File: config.mk
export PLATFORM = sky130hd
export DESIGN_NAME = mbes3d_ctrl
export DESIGN_NICKNAME = d
export VERILOG_FILES = /design/src/mbes3d_pkg.sv /design/src/mbes3d_ctrl.sv
export SDC_FILE = /design/constraint.sdc
export NUM_CORES = 1
export LEC_CHECK = 0
export BUFFER_PORTS_ARGS = -buffer_cell sky130_fd_sc_hd__clkbuf_2
export CORE_AREA = 2 2 39 41
export CTS_BUF_LIST = sky130_fd_sc_hd__clkbuf_4
export DETAILED_ROUTE_END_ITERATION = 6
export DIE_AREA = 0 0 41 43
export GPL_TIMING_DRIVEN = 0
export RECOVER_POWER = 25
export REMOVE_ABC_BUFFERS = 1
export SLEW_MARGIN = 20
export SYNTH_ARGS = -nofsm -noshare
export SYNTH_HDL_FRONTEND = slang
export SYNTH_SLANG_ARGS = --single-unit
File: constraint.sdc
create_clock -name clk -period 1.4 [get_ports clk]
set_input_delay 0 -clock clk [delete_from_list [all_inputs] [get_ports clk]]
set_output_delay 0 -clock clk [all_outputs]
set_load 0.03 [all_outputs]
File: src/mbes3d_pkg.sv
// ----------------------------------------------------------------------------
// mbes3d_pkg
// Shared command and status types for the staircase front update block.
// ----------------------------------------------------------------------------
package mbes3d_pkg;

  // controller to datapath commands, at most one set per cycle
  typedef struct packed {
    logic load;     // capture item, form offsets, clear fronts on new anchor
    logic eval;     // search front, latch position, removal count and verdict
    logic remove;   // drop one dominated entry at the latched position
    logic insert;   // insert candidate at the latched position
    logic emit;     // move verdict into the output register
  } cmd_t;

  // datapath to controller status
  typedef struct packed {
    logic eq_z;      // candidate z equals anchor z
    logic pred_dom;  // predecessor strictly dominates the candidate
    logic rem_zero;  // no dominated entries left to remove
    logic ins;       // key not yet stored, insert wanted
  } status_t;

endpackage

File: src/mbes3d_ctrl.sv
// ----------------------------------------------------------------------------
// mbes3d_ctrl
// Sequencer for one item: evaluate, remove dominated entries, insert, emit.
// ----------------------------------------------------------------------------
module mbes3d_ctrl (
  input  logic               clk,
  input  logic               rst,
  input  logic               in_valid,
  output logic               in_stall,
  output logic               out_valid,
  input  logic               out_stall,
  input  mbes3d_pkg::status_t sts,
  output mbes3d_pkg::cmd_t    cmd
);
  import mbes3d_pkg::*;

  typedef enum logic [2:0] {
    S_IDLE,
    S_EVAL,
    S_REMOVE,
    S_INSERT,
    S_DONE
  } state_t;

  state_t state;
  logic   out_free;

  assign in_stall = (state != S_IDLE);
  assign out_free = !out_valid || !out_stall;

  // command decode
  always_comb begin
    cmd = '0;
    case (state)
      S_IDLE:   cmd.load   = in_valid;
      S_EVAL:   cmd.eval   = 1'b1;
      S_REMOVE: cmd.remove = !sts.rem_zero;
      S_INSERT: cmd.insert = 1'b1;
      S_DONE:   cmd.emit   = out_free;
      default:  cmd = '0;
    endcase
  end

  // state and output valid
  always_ff @(posedge clk) begin
    if (rst) begin
      state     <= S_IDLE;
      out_valid <= 1'b0;
    end else begin
      // result register valid: set on emit, cleared on transfer out
      if (state == S_DONE && out_free) begin
        out_valid <= 1'b1;
      end else if (out_valid && !out_stall) begin
        out_valid <= 1'b0;
      end
      case (state)
        S_IDLE: begin
          if (in_valid) begin
            state <= S_EVAL;
          end
        end
        S_EVAL: begin
          if (sts.eq_z || sts.pred_dom) begin
            state <= S_DONE;
          end else begin
            state <= S_REMOVE;
          end
        end
        S_REMOVE: begin
          if (sts.rem_zero) begin
            state <= sts.ins ? S_INSERT : S_DONE;
          end
        end
        S_INSERT: state <= S_DONE;
        S_DONE: begin
          if (out_free) begin
            state <= S_IDLE;
          end
        end
        default: state <= S_IDLE;
      endcase
    end
  end

endmodule

Word level (Yosys, flattened, before mapping) --
Index checks and enable logic that the tools add are counted.
Cells by class: reduce and logical (&&, ||, !) cells 11, eq/ne operators 7, multiplexer cells 13
Operator list (count):
- 3-bit two-way mux | 5
- 3-bit case mux with 5 select lines | 1
- 1-bit two-way mux | 7
- 3-bit by 2-bit equality test with 1-bit output (second input constant) | 2
- 2-bit != test (second input constant) | 3
- 3-bit by 1-bit equality test with 1-bit output (second input constant) | 1
- 3-bit equality test (second input constant) | 1
- 1-bit zero test | 3
- 3-bit zero test | 1
- 3-bit AND reduction | 1
- 3-bit nonzero test | 1
- 1-bit logical AND | 2
- 1-bit logical OR | 2
- 2-bit nonzero test | 1
Word-level totals: register bits 4, bits of input ports 8

Depth between registers and ports, before layout --
Gate-level depths: netlist of run 1.
word-level depth 4, gate-level depth with buffers 4

Worst setup path after synthesis of run 1 --
OpenSTA, ideal clock, no wires.
path type flip-flop to output port, start point register state[1], end point output cmd[2] (netlist name), path buffers 0, arrival time 1.470 ns, path slack -0.070 ns, stages on the path, launching flop included 3, path through dfxtp_1 > inv_1 > nor4_1
RTL lines:
- start: declaration | RTL line mbes3d_ctrl.sv:25 | state_t state;
- start signal: assignment | RTL line mbes3d_ctrl.sv:71 | state <= sts.ins ? S_INSERT : S_DONE;
- end: declaration | RTL line mbes3d_ctrl.sv:13 | output mbes3d_pkg::cmd_t cmd

==> results.json, run 1 <==
{
  "arrival_ps": 1330,
  "die-width_um": 41,
  "final_area_sq_um": 344,
  "final_common_cell": "clkbuf_2",
  "antenna_cells": 0,
  "nNetsFinal": 55,
  "yosys.area_share.adder_pct": 0,
  "synth_compound_area_share_pct": 20.6,
  "place.detailed.hpwl_um": 415,
  "leakage_nw": 0.156,
  "viasPerCell": 4.20,
  "power_frac_seq_pct": 37.3,
  "final_cell_mix": "clkbuf_2 (12), nor2_1 (3), a21oi_1 (3), clkbuf_4 (3)",
  "antenna_found_initial": 0,
  "die_area_sq_um": 1760,
  "avgSynthCellArea_sq_um": 8.04,
  "drt_first_pass_iters": 2,
  "timing.slew.headroom_pct": 76.0,
  "finClkSkew_ps": 0.832,
  "path_max_fanout": 7,
  "drt_iter0_drc": 2,
  "wl_um": 526,
  "clkSlewWorstSetupHoldPaths_ps": 40,
  "cap_violations": 0,
  "drive_gt1_share_pct": 44.4,
  "min_path_cells": 3,
  "internal-power_uw": 244,
  "ys_warn_count": 0,
  "start_util_pct": 16.3,
  "portBuffers": 14,
  "clock_path_buffers": 2,
  "setup_viol": 0,
  "p_sw_share_pct": 28.3,
  "core_area_sq_um": 1380,
  "start_kind": "flop",
  "tightestPinTransition_ps": 361,
  "mappedNetlistArea_sq_um": 225,
  "place_congestion": 0.732,
  "synth-seq-cells": 4,
  "synth.distinct_cells": 16,
  "grt_pass1_vias": 234,
  "syn_inst": 28,
  "grt_start_max_net_pins": 11,
  "grt-ovfl-total": 0,
  "synthMuxAreaShare_pct": 0,
  "synth_top_family_by_area": "simple AND/OR/NAND/NOR gates",
  "final.setup.tns_ps": 0,
  "synth-xor-area-share_pct": 0,
  "fmax_ghz": 0.755,
  "ys_seq_area_share_pct": 35.6,
  "track_usage_pct": 7.23,
  "switchingPower_uw": 96.0,
  "vias": 256,
  "ios": 15,
  "die_y_um": 43,
  "cts_buffers": 3,
  "power_frac_comb_pct": 19.4,
  "status": "completed",
  "grt_pass1_wl_um": 821,
  "power-per-cell-area_nw_per_um2": 987,
  "fin_crit_sh_pct": 94.7,
  "cts_tree": "built",
  "drc_errors": 0,
  "hold_violations": 0,
  "peakVddDrop_mv": 0.240,
  "post_drt_wl_per_cell_um": 8.62,
  "slew_violations": 0,
  "path_class": "reg -> out",
  "hold_path_class": "in -> reg",
  "postPlaceCellArea_sq_um": 308,
  "worstPathRequired_ps": 1400,
  "hold_slack_ps": 34.6,
  "insertion_delay_ps": 240,
  "rr_worst_depth": 3,
  "clock-sinks": 4,
  "power.share.clock_pct": 43.3,
  "fin_util_pct": 24.9,
  "rsz0062_at_grt": "no",
  "syn_to_final_growth_pct": 52.8,
  "synthSimpleGateAreaFrac_pct": 37.2,
  "ctsHtreeMaxLevel": 1,
  "core.rowCount": 14,
  "min_period_ps": 1330,
  "worst_setup_path_end_kind": "primary output",
  "cts-root-buf": "clkbuf_4",
  "ant_nets": 0
}
synthesized netlist by cell type, drive strengths merged:
master | instances | area (sq um)
a21oi | 3 | 15.0
and2 | 1 | 6.26
and3 | 1 | 7.51
buf | 1 | 7.51
dfxtp | 4 | 80.1
inv | 2 | 7.51
nand2 | 2 | 7.51
nor2 | 3 | 11.3
nor2b | 1 | 6.26
nor3b | 2 | 15.0
nor4 | 2 | 12.5
o21a | 1 | 7.51
o221ai | 1 | 8.76
o31ai | 2 | 15.0
or3 | 1 | 7.51
or4b | 1 | 10.0
layer usage:
metal | vias to the layer above | global-route usage [%] | routed length, um
li1 | 139 | - | -
met4 | 0 | 8.00 | 0
met1 | 114 | 7.72 | 211
met2 | 3 | 10.3 | 293
met3 | 0 | 1.57 | 21
met5 | - | 0 | 0
final timing paths:
path,startpoint,to,slack [ps]
hold reg to reg,out_valid,out_valid,500
setup reg to reg,state[1],state[1],270
setup / recovery,state[1],cmd[4],70
hold / removal,out_stall,out_valid,30
repair_timing:
item / CTS / global route
hold buffers: 1 / 0
pin swaps: 0 / 0
endpoints found under the hold margin: 3 / 0
setup buffers: 0 / 0
endpoints found under the setup margin: 1 / 2
resized for setup: 1 / 3
per-stage QoR:
stage	power, mW	setup slack [ps]	std cells
2_1_floorplan	0.166	-69.9	27
3_3_place_gp	0.190	208	57
3_5_place_dp	0.191	202	57
4_1_cts	0.346	7.08	61
5_1_grt	0.358	5.47	61
6_report	0.340	74.7	61
worst max-delay path, stage by stage, from the launching register on:
cell and delay [ps]:
dfxtp_2 340, or3_2 490, nor2_1 100, buf_4 160
final cells by class:
type / instances / area [sq um]
clock buffers: 3 / 22.5
repair buffers: 15 / 81.3
flip-flops and latches: 4 / 82.6
inverters: 2 / 7.51
fillers: 154 / 1040
well taps: 16 / 20.0
multi-input cells: 21 / 130
cells by family after synthesis:
kind of cell,count (synthesis)
buffers and inverters,3
AOI/OAI and AO/OA,7
and+or+nand+nor,14
DFF,4
registers in the layout, indices dropped and copies added (netlist names):
signal / count
state: 3
out_valid: 1
power by group through the flow:
| stage | sequential (mW) | clock, mW | combinational, mW |
|---|---|---|---|
| final | 0.127 | 0.147 | 0.0659 |
| after detailed placement | 0.128 | 0 | 0.0630 |
| after CTS | 0.126 | 0.153 | 0.0668 |
| after global placement | 0.128 | 0 | 0.0624 |
| after global routing | 0.128 | 0.158 | 0.0720 |
| after floorplan | 0.127 | 0 | 0.0386 |
No activity file was read; power rests on OpenSTA's default activity.
==> run 2, diff against run 1 <==
--- a/config.mk
+++ b/config.mk
@@ -5,11 +5,11 @@
 export SDC_FILE = /design/constraint.sdc
 export NUM_CORES = 1
 export LEC_CHECK = 0
-export BUFFER_PORTS_ARGS = -buffer_cell sky130_fd_sc_hd__clkbuf_2
 export CORE_AREA = 2 2 39 41
 export CTS_BUF_LIST = sky130_fd_sc_hd__clkbuf_4
 export DETAILED_ROUTE_END_ITERATION = 6
 export DIE_AREA = 0 0 41 43
+export DONT_BUFFER_PORTS = 1
 export GPL_TIMING_DRIVEN = 0
 export RECOVER_POWER = 25
 export REMOVE_ABC_BUFFERS = 1
==> constraint.sdc (replaced) <==
create_clock -name clk -period 1.3 [get_ports clk]
set_input_delay 0 -clock clk [delete_from_list [all_inputs] [get_ports clk]]
set_output_delay 0 -clock clk [all_outputs]
set_load 0.03 [all_outputs]
==> run 2 against run 1 <==
Clock power rose by 3%. Clock skew down 0.64 ps. Routed wire length up 13%. Global-route usage increased by 1.1 points. Register-to-register slack got worse by 140 ps. Final area did not move. Critical endpoint unchanged. Critical path type unchanged.
==> results.json, run 2 (synthesis results as in run 1) <==
{
  "hold_path_class": "in -> reg",
  "grt_start_max_net_pins": 11,
  "internal-power_uw": 254,
  "min_path_cells": 2,
  "top_regs": "state (3), out_valid (1)",
  "grt_pass1_vias": 242,
  "ant_nets": 0,
  "rr_worst_depth": 3,
  "hold_start": "in_valid",
  "path_class": "reg -> out",
  "rr_endpoint": "state[1]",
  "setup_viol": 0,
  "power-per-cell-area_nw_per_um2": 1020,
  "insertion_delay_ps": 230,
  "wl_um": 593,
  "clock_path_buffers": 2,
  "drive_gt1_share_pct": 44.1,
  "p_sw_share_pct": 27.6,
  "syn_to_final_growth_pct": 52.8,
  "antenna_found_initial": 0,
  "hold_violations": 0,
  "finClkSkew_ps": 0.188,
  "rsz0062_at_grt": "yes",
  "core_area_sq_um": 1380,
  "power_frac_seq_pct": 39.2,
  "timing.slew.headroom_pct": 64.6,
  "worstPathRequired_ps": 1300,
  "post_drt_wl_per_cell_um": 11.9,
  "peakVddDrop_mv": 0.248,
  "cts_tree": "built",
  "die-width_um": 41,
  "nNetsFinal": 44,
  "leakage_nw": 0.121,
  "start_kind": "flop",
  "antenna_cells": 0,
  "cap_violations": 0,
  "r2r_slack_ps": 130,
  "core.rowCount": 14,
  "p_total_uw": 351,
  "clock-sinks": 4,
  "min_period_ps": 1280,
  "start_util_pct": 16.3,
  "worst_setup_path_end_kind": "primary output",
  "regToRegStartpoint": "state[1]",
  "power.share.clock_pct": 43.0,
  "die_y_um": 43,
  "largest_reg_flops": 3,
  "portBuffers": 0,
  "status": "completed",
  "cts-root-buf": "clkbuf_4",
  "final.setup.tns_ps": 0,
  "grt_pass1_wl_um": 917,
  "vias": 234,
  "place_congestion": 0.691,
  "fin_crit_sh_pct": 98.8,
  "grt-ovfl-total": 0,
  "ios": 15,
  "tightestPinTransition_ps": 528,
  "clkSlewWorstSetupHoldPaths_ps": 40,
  "drt_first_pass_iters": 4,
  "die_area_sq_um": 1760,
  "path_max_fanout": 7,
  "top_register": "state",
  "viasPerCell": 4.68,
  "final_common_cell": "clkbuf_4",
  "drc_errors": 0,
  "track_usage_pct": 8.34,
  "arrival_ps": 1280,
  "cts_buffers": 3,
  "drt_iter0_drc": 5,
  "hold_path_end": "state[0]",
  "power_frac_comb_pct": 17.8,
  "switchingPower_uw": 96.9,
  "fmax_ghz": 0.779,
  "slew_violations": 0,
  "ctsHtreeMaxLevel": 1
}
## run 2: cell types whose count changed in the layout (fill, tap and decap cells not counted), moves of 2 or more
cell / before / now
clkbuf_2: 12 / 0
dfxtp_4: 0 / 2
nor3b_1: 2 / 0
nor3b_2: 0 / 2
## run 2: critical path, cell delays in order (launching register included)
cell,delay (ps)
dfxtp_4,360
or3_4,460
nor2_4,230
## run 2: worst max-delay path by stage
stage | from | end | slack [ps]
after floorplan | state[1] | cmd[2] | -170
after detailed placement | state[0] | cmd[4] | -150
after CTS | state[0] | cmd[4] | -40
after global placement | state[1] | cmd[2] | -280
after global routing | state[2] | cmd[4] | -20
final | state[2] | cmd[4] | 20
## run 2: what timing repair did
item / CTS / global route
pin swaps: 0 / 3
hold endpoints to repair: 4 / 0
hold buffers: 2 / 0
setup endpoints to repair: 5 / 6
setup buffers: 0 / 2
gates resized for setup: 8 / 4
## run 2: per-layer routing
layer | vias up | wire length, um | track usage (%)
li1 | 114 | - | -
met1 | 116 | 204 | 6.45
met2 | 4 | 344 | 12.8
met3 | 0 | 44 | 5.24
met4 | 0 | 0 | 8.00
met5 | - | 0 | 0
## run 2: power by group through the flow
stage,clock (mW),combinational (mW),sequential (mW)
floorplan,0,0.0415,0.137
global placement,0,0.0440,0.139
detailed placement,0,0.0445,0.140
CTS,0.156,0.0598,0.140
global route,0.169,0.0664,0.139
finish,0.151,0.0626,0.138
## run 2: cell type report
type | instances | area, sq um
flip-flops and latches | 4 | 88.8
fillers | 152 | 1040
multi-input cells | 21 | 170
clock buffers | 3 | 22.5
well taps | 16 | 20.0
repair buffers | 4 | 35.0
inverters | 2 | 7.51
## run 2: metrics by stage
stage	util [%]	setup WS (ps)	std cells	hold WS (ps)	cell area, sq um
floorplan	-	-170	27	69.1	218
CTS	23.2	-35.8	48	9.98	322
global route	24.9	-16.4	50	17.6	344
global placement	17.2	-278	43	70.8	238
finish	24.9	16.2	50	20.4	344
detailed placement	17.6	-147	43	64.5	244
